### src/rtl/core/prt_pkg.sv
// Shared types and constants for the primitive root tester.
// Used by prt_modmul and primitive_root_test; no dependencies.
`timescale 1ns / 1ps

package prt_pkg;

  // Field width of modulus, candidate and every residue.
  localparam int unsigned DATA_W          = 12;
  // Default bitmap depth; moduli at or above it are rejected.
  localparam int unsigned PRT_MAX_MODULUS = 4096;
  // Bit counter of the modular multiplier.
  localparam int unsigned CNT_W           = $clog2(DATA_W);

  // Request to the shared modular multiplier: (a * b) mod m.
  typedef struct packed {
    logic              start;
    logic [DATA_W-1:0] a;
    logic [DATA_W-1:0] b;
    logic [DATA_W-1:0] m;
  } mm_req_t;

  // Answer of the multiplier; prod is valid while done is high.
  typedef struct packed {
    logic              done;
    logic [DATA_W-1:0] prod;
  } mm_rsp_t;

endpackage

### src/rtl/core/prt_modmul.sv
// Bit-serial modular multiplier: one bit of b per cycle, double-and-add mod m.
// Depends on prt_pkg for widths and the request/response structs.
`timescale 1ns / 1ps

module prt_modmul (
  input  logic            clk_i,
  input  logic            rst_ni,
  input  prt_pkg::mm_req_t req_i,
  output prt_pkg::mm_rsp_t rsp_o
);

  import prt_pkg::*;

  logic              busy_q, busy_d;
  logic              done_q, done_d;
  logic [CNT_W-1:0]  cnt_q, cnt_d;
  logic [DATA_W-1:0] r_q, r_d;
  logic [DATA_W-1:0] a_q, a_d;
  logic [DATA_W-1:0] b_q, b_d;
  logic [DATA_W-1:0] m_q, m_d;

  logic [DATA_W:0]   dbl;
  logic [DATA_W:0]   sum;
  logic [DATA_W-1:0] addend;

  // One step: r = (2r + bit*a) mod m, with r < m and a < m.
  always_comb begin
    dbl = {r_q, 1'b0};
    if (dbl >= {1'b0, m_q}) begin
      dbl = dbl - {1'b0, m_q};
    end
    addend = b_q[DATA_W-1] ? a_q : '0;
    sum    = dbl + {1'b0, addend};
    if (sum >= {1'b0, m_q}) begin
      sum = sum - {1'b0, m_q};
    end
  end

  always_comb begin
    busy_d = busy_q;
    done_d = 1'b0;
    cnt_d  = cnt_q;
    r_d    = r_q;
    a_d    = a_q;
    b_d    = b_q;
    m_d    = m_q;
    if (req_i.start) begin
      busy_d = 1'b1;
      cnt_d  = CNT_W'(DATA_W - 1);
      r_d    = '0;
      a_d    = req_i.a;
      b_d    = req_i.b;
      m_d    = req_i.m;
    end else if (busy_q) begin
      r_d = sum[DATA_W-1:0];
      b_d = {b_q[DATA_W-2:0], 1'b0};
      cnt_d = cnt_q - CNT_W'(1);
      if (cnt_q == '0) begin
        busy_d = 1'b0;
        done_d = 1'b1;
      end
    end
  end

  always_ff @(posedge clk_i or negedge rst_ni) begin
    if (!rst_ni) begin
      busy_q <= 1'b0;
      done_q <= 1'b0;
      cnt_q  <= '0;
    end else begin
      busy_q <= busy_d;
      done_q <= done_d;
      cnt_q  <= cnt_d;
    end
  end

  always_ff @(posedge clk_i) begin
    r_q <= r_d;
    a_q <= a_d;
    b_q <= b_d;
    m_q <= m_d;
  end

  assign rsp_o.done = done_q;
  assign rsp_o.prod = r_q;

endmodule

### config.mk
export PLATFORM = sky130hd
export DESIGN_NAME = prt_modmul
export DESIGN_NICKNAME = d
export VERILOG_FILES = /design/src/rtl/core/prt_pkg.sv /design/src/rtl/core/prt_modmul.sv
export SDC_FILE = /design/constraint.sdc
export NUM_CORES = 1
export LEC_CHECK = 0
export ABC_AREA = 1
export BUFFER_PORTS_ARGS = -buffer_cell sky130_fd_sc_hd__buf_2
export CORE_MARGIN = 1.5
export CORE_UTILIZATION = 48
export CTS_CLUSTER_SIZE = 12
export DETAILED_ROUTE_END_ITERATION = 10
export GPL_TIMING_DRIVEN = 0
export PLACE_DENSITY_LB_ADDON = 0.05
export SLEW_MARGIN = 10
export SYNTH_ARGS = -nofsm -noshare
export SYNTH_HDL_FRONTEND = slang
export SYNTH_SLANG_ARGS = --single-unit
### constraint.sdc
create_clock -name clk_i -period 5.2 [get_ports clk_i]
set_clock_uncertainty 0.2 [all_clocks]
set_input_delay 0.26 -clock clk_i [delete_from_list [all_inputs] [get_ports clk_i]]
set_output_delay 0.26 -clock clk_i [all_outputs]
set_load 0.02 [all_outputs]
Yosys cells after proc, flatten, opt, wreduce, memory -nomap -nowiden
Cells that the tools add are included.
{ "totals": {"register_bits": 54, "input_bits": 39, "output_inout_bits": 13, "elab_cells": 28} }
{ "op_classes": {"addsub": 4, "n_lt_le_gt_ge": 2, "muxes": 13, "reduce_logical": 2} }
{ "ops": {"columns": ["cell", "count"], "rows": [
  ["two-way mux 12 bit", 4],
  ["greater-or-equal comparator 13 x 12 -> 1 bit", 2],
  ["adder 13 x 12 -> 13 bit", 1],
  ["two-way mux 13 bit", 1],
  ["subtractor 13 x 12 -> 13 bit", 1],
  ["subtractor 12 bit", 1],
  ["two-way mux 4 bit", 2],
  ["two-way mux 1 bit", 6],
  ["zero test 4 bit", 1],
  ["subtractor 4 x 1 -> 4 bit (second input constant)", 1],
  ["nonzero test 2 bit", 1]
]} }

Longest topological paths before layout
Gate-level depths: netlist of run 1.
{ "depth": {"depth_word": 5, "mapped_depth": 32, "ltp_nobuf": 31} }

Worst setup path after synthesis of run 1
No wires, ideal clock.
{ "synth_timing": {"kind": "register to register", "start": "register r_q[0]", "end": "register r_q[0]", "setup_ns": 0.136, "arrival_time_ns": 4.177, "required_time_ns": 4.864, "slack_ns": 0.687, "stages_incl_launch_ff": 29, "path_buffers": 2, "synth_period_minus_slack_ns": 4.513, "path_cell_list": "dfxtp_1 > ha_1 > ha_1 > nand3_1 > nand3b_1 > nand2_1 > nor2_2 > nand2_4 > clkbuf_1 > o21ai_0 > inv_1 > ha_1 > nand2_1 > nor3_1 > nand2_1 > nand2_1 > inv_1 > o21ai_0 > xor2_1 > inv_1 > ha_1 > nand2_1 > nor2_1 > a31o_2 > inv_1 > buf_1 > nand4_1 > nand3_1 > o21ai_0"} }
{ "synth_between": {"elab_chain_len": 5, "word_cells_on_any_way": 7, "cone_classes": "add/sub: 3; order compare: 2; mux: 2"} }
{ "synth_rtl": {"columns": ["item", "line", "source"], "rows": [
  ["start, declared", "prt_modmul.sv:17", "logic [DATA_W-1:0] r_q, r_d;"],
  ["start signal, assigned", "prt_modmul.sv:78", "r_q <= r_d;"],
  ["subtractor 13 x 12 -> 13 bit / greater-or-equal comparator 13 x 12 -> 1 bit (equally long branches)", "prt_modmul.sv:30, prt_modmul.sv:29", null],
  ["two-way mux 13 bit (*)", "prt_modmul.sv:29", "if (dbl >= {1'b0, m_q}) begin"],
  ["adder 13 x 12 -> 13 bit (*)", "prt_modmul.sv:33", "sum = dbl + {1'b0, addend};"],
  ["greater-or-equal comparator 13 x 12 -> 1 bit / subtractor 12 bit (equally long branches)", "prt_modmul.sv:34, prt_modmul.sv:35", null],
  ["two-way mux 12 bit (*)", "prt_modmul.sv:34", "if (sum >= {1'b0, m_q}) begin"]
]} }
Every way passes the cells marked *; elsewhere a longest branch is shown, timed or not.
A chain may end at the register's enable or synchronous reset.

Worst setup path after layout of run 1
{ "layout_timing": {"start": "register m_q[1]", "end": "register r_q[0]"} }
{ "layout_between": {"elab_chain_len": 5, "word_cells_on_any_way": 7, "cone_classes": "add/sub: 3; order compare: 2; mux: 2"} }
{ "layout_rtl": {"columns": ["item", "line", "source"], "rows": [
  ["start, declared", "prt_modmul.sv:20", "logic [DATA_W-1:0] m_q, m_d;"],
  ["start signal, assigned", "prt_modmul.sv:81", "m_q <= m_d;"],
  ["subtractor 13 x 12 -> 13 bit / greater-or-equal comparator 13 x 12 -> 1 bit (equally long branches)", "prt_modmul.sv:30, prt_modmul.sv:29", null],
  ["two-way mux 13 bit", "prt_modmul.sv:29", null],
  ["adder 13 x 12 -> 13 bit", "prt_modmul.sv:33", null],
  ["greater-or-equal comparator 13 x 12 -> 1 bit / subtractor 12 bit (equally long branches)", "prt_modmul.sv:34, prt_modmul.sv:35", null],
  ["two-way mux 12 bit (*)", "prt_modmul.sv:34", null]
]} }
Marked as above.

==> metrics.csv, run 1 <==
stage,metric,value,unit
outcome,status,"finished, final reports clean",
route,ANT nets after route,0,
global_routing,largest net degree at the start of global routing,26,
finish,Ant. Diodes,0,
finish,area delta synth->final,26.1,%
global_routing,first-pass GRT wire length,14900,um
timing,max-slew violations,0,
route,DRC,0,
yosys,Synth Area in Adders,13.3,%
floorplan,starting density of the core,49.2,%
placed_design,RD Place Congestion,0.833,
setup_path,critical path class,reg2reg,
floorplan,DIE WIDTH,94.6,um
finish,Layout Nets,696,
placed_design,dpl ws,-151,ps
placed_design,"Cell Area, Placed",4410,um2
timing,final worst-path cycle share,94.1,%
yosys,main combinational cell family by area after synthesis,simple AND/OR/NAND/NOR gates,
clocking,Max Root-Sink Buffers,2,
timing,Worst-Margin Slew,675,ps
clocking,CTS buffer count,5,
floorplan,die area,8940,um2
yosys,"EDFF count, synth",36,
finish,layout cell share with drive strength beyond 1,19.1,%
yosys,post-synthesis cell count,521,
floorplan,standard-cell row count,33,
global_routing,GR Overflow Total,0,
route,Routed WL per cell,13.5,um
floorplan,Core ar.,8180,um2
global_routing,vias in the first global route,3148,
setup_path,kind of launch point of the worst setup path,flop,
global_routing,antenna violations before repair,0,
timing,# setup viols final,0,
yosys,"Avg Cell Area, Syn",7.72,um2
clocking,"Clk Latency, worst-skew pair",320,ps
route,routed vias/inst,5.00,
flow_run,MaxCap Viol Count,0,
yosys,fraction of the mapped netlist area in simple logic gates,24.7,%
yosys,Synth top area share,26.9,%
clocking,Clock Tree Root,clkbuf_8,
yosys,"top cells by area, synth","edfxtp_1, nand2_1, ha_1",
yosys,post-synth top area cell,edfxtp_1,
floorplan,die height,94.6,um
yosys,Post-synth top flop,edfxtp_1,
setup_path,most used cell along the critical path,nand2_1,
floorplan,io pins,52,
yosys,Syn. warnings,0,
timing,"Hold Violations, Final",0,
clocking,H-tree depth,2,
clocking,CTS clock-pin slew for the worst setup and hold paths,110,ps
yosys,Synth cell types,36,
setup_path,critical path required time,5180,ps
route,final WL,9750,um
setup_path,worst-path maximum fanout,10,
timing,fin crit period,4890,ps
yosys,mux cell area share after synthesis,0,%
placed_design,post-DP HPWL,7320,um
placed_design,cell count after placement,677,
yosys,complex-gate fraction of the synthesized area,9.64,%
finish,Finished Cell Area,5070,um2
setup_path,worst path arrival time,4870,ps
setup_path,crit end category,flop,
timing,worst setup margin,309,ps
finish,Filler cells,748,
route,Iter 0 DRT Violations,198,
yosys,Async SR Flop Fraction,11.1,%
placed_design,PortBufs,51,
global_routing,Top Usage Layer GRT,met2,
finish,area of the multi-input gates,2350,um2
timing,Max Freq,0.204,GHz
yosys,Post-Syn Area,4020,um2
yosys,"Net Count, Synth",601,
route,DRT Pass-1 Iters,5,
setup_path,"Largest stage delay, worst path",390,ps
yosys,Synth Area in XOR/XNOR,6.31,%
clocking,CTS Sinks,54,
yosys,register area share after synthesis,36.6,%
clocking,CTS tree,yes,
finish,Reg area,1470,um2
worst_hold_path,Hold Path Class,in2reg,
timing,Slew HR,55.0,%
yosys,#FFs+latches synth,54,
global_routing,met3 Use GR,3.06,%
global_routing,met2 Use GR,33.4,%
finish,final cell count without fillers,722,
global_routing,met1 Use GR,31.9,%
route,Vias,3608,
setup_path,Worst path slowest cell,edfxtp_1,
global_routing,GR Util All Layers,21.7,%
Yosys cell counts (6+ instances only):
cell type,instances
nand4_1,16
o21ai_0,16
ha_1,38
nor2_1,21
dfxtp_1,12
nand2_1,150
inv_1,85
edfxtp_1,36
dfrtp_1,6
clkbuf_1,6
xnor2_1,9
a21oi_1,35
nand3_1,24
xor2_1,20
registers in the layout, indices dropped and copies added (netlist names):
name,flops
m_q,12
cnt_q,4
busy_q,1
r_q,12
done_q,1
a_q,12
b_q,12
kinds of logic after synthesis:
family | Yosys count
AND/OR/NAND/NOR | 230
XOR/XNOR | 29
buffers and inverters | 97
AO/OA/AOI/OAI | 70
adder cells (fa/ha/maj) | 41
flip-flops | 54
layout make-up:
type	count	area share [%]
Buffer	12	1.60
Clock buffer	5	1.36
Clock inverter	3	0.937
Inverter	85	6.29
Multi-Input combinational cell	370	46.3
Sequential cell	54	29.0
Tap cell	105	2.59
Timing Repair Buffer	88	11.9
stage by stage:
| stage | TNS [ps] | util, % | hold slack (ps) |
|---|---|---|---|
| 3_3_place_gp | -326 | 53.9 | -110 |
| 2_1_floorplan | 0 | - | -236 |
| 6_report | 0 | 62.0 | 12.7 |
| 4_1_cts | 0 | 59.2 | 4.00 |
| 3_5_place_dp | -1020 | 53.9 | -105 |
| 5_1_grt | -179 | 62.0 | 10.7 |
critical path: cells and delay by family (launching register included):
kind | cells | cell delay (ps)
XOR/XNOR | 1 | 160
flip-flops | 1 | 390
adder cells (fa/ha/maj) | 4 | 1080
AND/OR/NAND/NOR | 16 | 1560
AO/OA/AOI/OAI | 4 | 600
buffers and inverters | 7 | 750
final timing paths:
kind	startpoint	to	slack [ps]	cells after the start
setup / recovery	m_q[1]	r_q[0]	310	32
hold / removal	req_i[14]	b_q[2]	10	3
setup reg to reg	m_q[1]	r_q[0]	310	32
hold reg to reg	cnt_q[3]	cnt_q[3]	310	1
max in group asynchronous	rst_ni	busy_q	4570	2
min in group asynchronous	rst_ni	cnt_q[3]	90	2
timing repair:
action | CTS | global route
hold buffers | 29 | 0
cloned | 0 | 0
hold endpoints to repair | 34 | 0
pin swaps | 1 | 13
buffers inserted | 1 | 7
endpoints found under the setup margin | 10 | 12
resized for setup | 6 | 48
layer usage:
| metal | share of wire [%] | wire length [um] |
|---|---|---|
| met5 | 0 | 0 |
| met2 | 44 | 4330 |
| met1 | 50 | 4850 |
| met3 | 4.2 | 410 |
| met4 | 1.6 | 159 |
cell usage in the layout, fill, tap and decap left out, drive strengths merged:
master	count
o22ai	1
a31o	2
dfrtp	6
nor4	1
edfxtp	36
nand3	27
a21boi	3
a22oi	1
o21a	2
dlygate4sd3	29
buf	66
clkinv	1
a21oi	35
clkbuf	10
fa	3
nor3	5
nand4	16
o211ai	1
o21bai	1
a21o	1
o21ai	18
dfxtp	12
xor2	20
xnor2	9
bufinv	1
nand3b	2
nor2	26
ha	38
a31oi	5
nand2	153
inv	86
Power of run 1 is left out: the tool's default activity adds up to more than one toggle a clock period on the data nets, which glitch-free logic cannot reach.
==> run 2: changes to the inputs <==
--- a/config.mk
+++ b/config.mk
@@ -7,7 +7,8 @@
 export LEC_CHECK = 0
 export ABC_AREA = 1
 export BUFFER_PORTS_ARGS = -buffer_cell sky130_fd_sc_hd__buf_2
-export CORE_MARGIN = 1.5
+export CAP_MARGIN = 15
+export CORE_MARGIN = 2
 export CORE_UTILIZATION = 48
 export CTS_CLUSTER_SIZE = 12
 export DETAILED_ROUTE_END_ITERATION = 10
==> constraint.sdc (replaced) <==
create_clock -name clk_i -period 5.2 [get_ports clk_i]
set_clock_uncertainty 0.2 [all_clocks]
set_input_delay 0.78 -clock clk_i [delete_from_list [all_inputs] [get_ports clk_i]]
set_output_delay 0.78 -clock clk_i [all_outputs]
set_load 0.02 [all_outputs]
==> metrics.csv, run 2 (synthesis results as in run 1) <==
stage,metric,value,unit
outcome,status,"finished, final reports clean",
timing,max-slew violations,0,
placed_design,RD Place Congestion,0.858,
route,ANT nets after route,0,
setup_path,critical path class,reg2reg,
setup_path,kind of launch point of the worst setup path,flop,
finish,Ant. Diodes,0,
placed_design,post-DP HPWL,7340,um
setup_path,Worst path slowest cell,fa_1,
clocking,CTS buffer count,5,
clocking,Clock Tree Root,clkbuf_8,
setup_path,crit end category,flop,
floorplan,standard-cell row count,33,
floorplan,Core ar.,8180,um2
timing,"Hold Violations, Final",0,
finish,Layout Nets,663,
setup_path,worst-path maximum fanout,10,
route,Iter 0 DRT Violations,179,
timing,Slew HR,52.8,%
finish,Reg area,1470,um2
timing,# setup viols final,0,
route,routed vias/inst,5.08,
route,uppermost layer routed,met4,
route,Routed WL per cell,13.8,um
clocking,H-tree depth,2,
timing,fin crit period,4910,ps
flow_run,MaxCap Viol Count,0,
route,M1 WL,4700,um
worst_hold_path,Hold Path Class,in2async,
clocking,CTS clock-pin slew for the worst setup and hold paths,100,ps
floorplan,die height,95.6,um
route,final WL,9500,um
clocking,CTS Sinks,54,
route,Vias,3498,
finish,most frequent cells in the layout,"nand2_1, inv_1, buf_2",
global_routing,first-pass GRT wire length,14600,um
finish,area delta synth->final,18.0,%
floorplan,io pins,52,
timing,Max Freq,0.204,GHz
placed_design,"Cell Area, Placed",4410,um2
clocking,"Clk Latency, worst-skew pair",310,ps
finish,layout cell share with drive strength beyond 1,18.5,%
setup_path,worst path arrival time,4880,ps
floorplan,starting density of the core,49.2,%
global_routing,vias in the first global route,3045,
floorplan,DIE WIDTH,95.6,um
setup_path,critical path required time,5170,ps
setup_path,"Largest stage delay, worst path",430,ps
finish,Finished Cell Area,4750,um2
finish,Final Core Density,58.1,%
finish,Filler cells,778,
finish,area of the multi-input gates,2350,um2
route,DRT Pass-1 Iters,5,
global_routing,GR Overflow Total,0,
placed_design,PortBufs,51,
finish,"commonest non-fill, non-tap cell in the layout",nand2_1,
global_routing,GR Util All Layers,20.7,%
route,routed wl met2,4400,um
setup_path,R2R cell count,28,
timing,Worst-Margin Slew,707,ps
route,DRC,0,
floorplan,die area,9130,um2
clocking,CTS tree,yes,
global_routing,largest net degree at the start of global routing,26,
route,metal3 WL,326,um
clocking,cts hold-fix bufs,0,
global_routing,antenna violations before repair,0,
clocking,Max Root-Sink Buffers,2,
timing,final worst-path cycle share,94.5,%
-- run 2: repair_timing --
action / CTS / global route
gates cloned: 0 / 0
buffers inserted: 0 / 4
pin swaps: 0 / 5
setup endpoints to repair: 10 / 12
gates resized for setup: 7 / 38
-- run 2: path summary, 6_finish.rpt --
kind                       slack [ps]  endpoint     start
min reg2reg                       300  cnt_q[3]  cnt_q[3]
min                                70  cnt_q[2]    rst_ni
max in group asynchronous        4590  cnt_q[0]    rst_ni
min in group clk_i                300  cnt_q[3]  cnt_q[3]
max                               290    r_q[0]    m_q[1]
max reg2reg                       290    r_q[0]    m_q[1]
-- run 2: through the flow --
step	instances	worst slack, ps	hold WS, ps	TNS (ps)
after global placement	677	-107	277	-315
after CTS	685	34.2	68.6	0
after floorplan	521	687	257	0
after detailed placement	677	-137	293	-852
after global routing	689	-17.0	68.8	-22.1
final	689	287	67.9	0
-- run 2: final cells by class --
class                           instances  share of cell area (%)
Multi-Input combinational cell        370                    49.5
Sequential cell                        54                    31.0
Inverter                               85                    6.72
Timing Repair Buffer                   55                    6.01
Tap cell                              105                    2.77
Buffer                                 12                    1.58
Clock buffer                            5                    1.45
Clock inverter                          3                    1.00
-- run 2: layer usage --
layer,GRT usage [%],vias up
met5,0,-
met4,3.21,0
met3,2.61,7
met2,33.5,80
met1,30.1,1587
li1,-,1824
-- run 2: critical path: cells and delay by family, from the launching register on --
| family | cells | cell delay, ps |
|---|---|---|
| buffers and inverters | 4 | 360 |
| xor gates and xnor gates | 1 | 190 |
| and+or+nand+nor | 14 | 1570 |
| AOI/OAI and AO/OA | 5 | 830 |
| adders and majority gates | 4 | 1210 |
| DFF | 1 | 390 |
Power of run 2 is left out for the same reason.
==> run 3: changes to the inputs <==
--- a/config.mk
+++ b/config.mk
@@ -9,11 +9,11 @@
 export BUFFER_PORTS_ARGS = -buffer_cell sky130_fd_sc_hd__buf_2
 export CAP_MARGIN = 15
 export CORE_MARGIN = 2
-export CORE_UTILIZATION = 48
+export CORE_UTILIZATION = 54
 export CTS_CLUSTER_SIZE = 12
 export DETAILED_ROUTE_END_ITERATION = 10
 export GPL_TIMING_DRIVEN = 0
-export PLACE_DENSITY_LB_ADDON = 0.05
+export PLACE_DENSITY = 0.75
 export SLEW_MARGIN = 10
 export SYNTH_ARGS = -nofsm -noshare
 export SYNTH_HDL_FRONTEND = slang
==> metrics.csv, run 3 (synthesis results as in run 1) <==
stage,metric,value,unit
flow_run,MaxCap Viol Count,0,
setup_path,worst-path maximum fanout,10,
setup_path,crit end category,flop,
route,DRT Pass-1 Iters,5,
finish,most frequent cells in the layout,"nand2_1, inv_1, buf_2",
finish,Final Core Density,64.5,%
placed_design,"Cell Area, Placed",4400,um2
clocking,H-tree depth,2,
route,Vias,3615,
finish,Finished Cell Area,4680,um2
timing,Slew HR,52.9,%
outcome,status,"finished, final reports clean",
finish,layout cell share with drive strength beyond 1,18.6,%
setup_path,Worst path slowest cell,edfxtp_1,
finish,Layout Nets,666,
floorplan,starting density of the core,55.5,%
clocking,CTS buffer count,5,
floorplan,standard-cell row count,31,
floorplan,die height,90.3,um
route,Routed WL per cell,13.5,um
route,routed vias/inst,5.27,
floorplan,Core ar.,7250,um2
timing,max-slew violations,0,
timing,TNS Setup,0,ps
floorplan,io pins,52,
clocking,cts hold-fix bufs,0,
placed_design,PortBufs,51,
global_routing,GR Util All Layers,23.1,%
placed_design,post-DP HPWL,7180,um
setup_path,most used cell along the critical path,nand2_1,
clocking,Max Root-Sink Buffers,2,
finish,Filler cells,673,
global_routing,GR Overflow Total,0,
setup_path,kind of launch point of the worst setup path,flop,
floorplan,die area,8160,um2
finish,"commonest non-fill, non-tap cell in the layout",nand2_1,
placed_design,cell count after placement,671,
setup_path,worst path arrival time,4860,ps
global_routing,antenna violations before repair,0,
finish,final cell count without fillers,686,
timing,# setup viols final,0,
global_routing,vias in the first global route,3331,
route,DRC,0,
global_routing,first-pass GRT wire length,15200,um
clocking,Clock Tree Root,clkbuf_8,
setup_path,critical path class,reg2reg,
route,final WL,9280,um
global_routing,largest net degree at the start of global routing,26,
timing,final worst-path cycle share,93.8,%
route,ANT nets after route,0,
setup_path,critical path required time,5190,ps
worst_hold_path,Hold Path Class,in2async,
setup_path,"Largest stage delay, worst path",390,ps
clocking,CTS clock-pin slew for the worst setup and hold paths,110,ps
clocking,CTS Sinks,54,
timing,fin crit period,4880,ps
finish,area delta synth->final,16.2,%
clocking,CTS tree,yes,
placed_design,RD Place Congestion,0.964,
timing,Max Freq,0.205,GHz
timing,Worst-Margin Slew,706,ps
finish,Ant. Diodes,0,
clocking,"Clk Latency, worst-skew pair",320,ps
floorplan,DIE WIDTH,90.3,um
timing,"Hold Violations, Final",0,
route,Iter 0 DRT Violations,263,
## run 3: worst paths after layout
check | startpoint | to | slack (ps) | depth (start not counted)
max in group asynchronous | rst_ni | busy_q | 4590 | 1
max | m_q[1] | r_q[0] | 320 | 30
min reg2reg | cnt_q[3] | cnt_q[3] | 290 | 1
min in group clk_i | cnt_q[3] | cnt_q[3] | 290 | 1
min | rst_ni | done_q | 60 | 1
max reg2reg | m_q[1] | r_q[0] | 320 | 30
## run 3: layer usage
layer  up-vias  global-route usage, %  wire length (um)
met4         0                   6.15               136
met3        13                   3.17               533
met2       117                   39.3              4520
met5         -                      0                 0
met1      1655                   31.1              4090
li1       1830                      -                 -
## run 3: cell type report
class	instances	area, um2	area share, %
Multi-Input combinational cell	370	2290	49.0
Tap cell	99	124	2.65
Sequential cell	54	1470	31.5
Clock buffer	5	68.8	1.47
Buffer	12	73.8	1.58
Clock inverter	3	18.8	0.401
Timing Repair Buffer	58	308	6.58
Inverter	85	319	6.82
## run 3: stage by stage
| step | hold slack [ps] | setup slack [ps] |
|---|---|---|
| global route | 62.8 | -41.3 |
| detailed placement | 285 | -134 |
| finish | 64.4 | 325 |
| global placement | 284 | -82.9 |
| floorplan | 257 | 687 |
| CTS | 57.5 | 32.8 |
## run 3: what timing repair did
| action | CTS | global route |
|---|---|---|
| gates resized for setup | 8 | 28 |
| setup endpoints to repair | 10 | 12 |
| setup buffers | 0 | 7 |
| pin swaps | 2 | 10 |
## run 3: critical path: cells and delay by family (launching register included)
family | cells | cell delay, ps
fa+ha+maj | 4 | 1050
flops | 1 | 390
simple gates | 13 | 1240
xor+xnor | 1 | 210
compound gates | 5 | 890
buf+inv | 7 | 760
Power of run 3 is left out for the same reason.
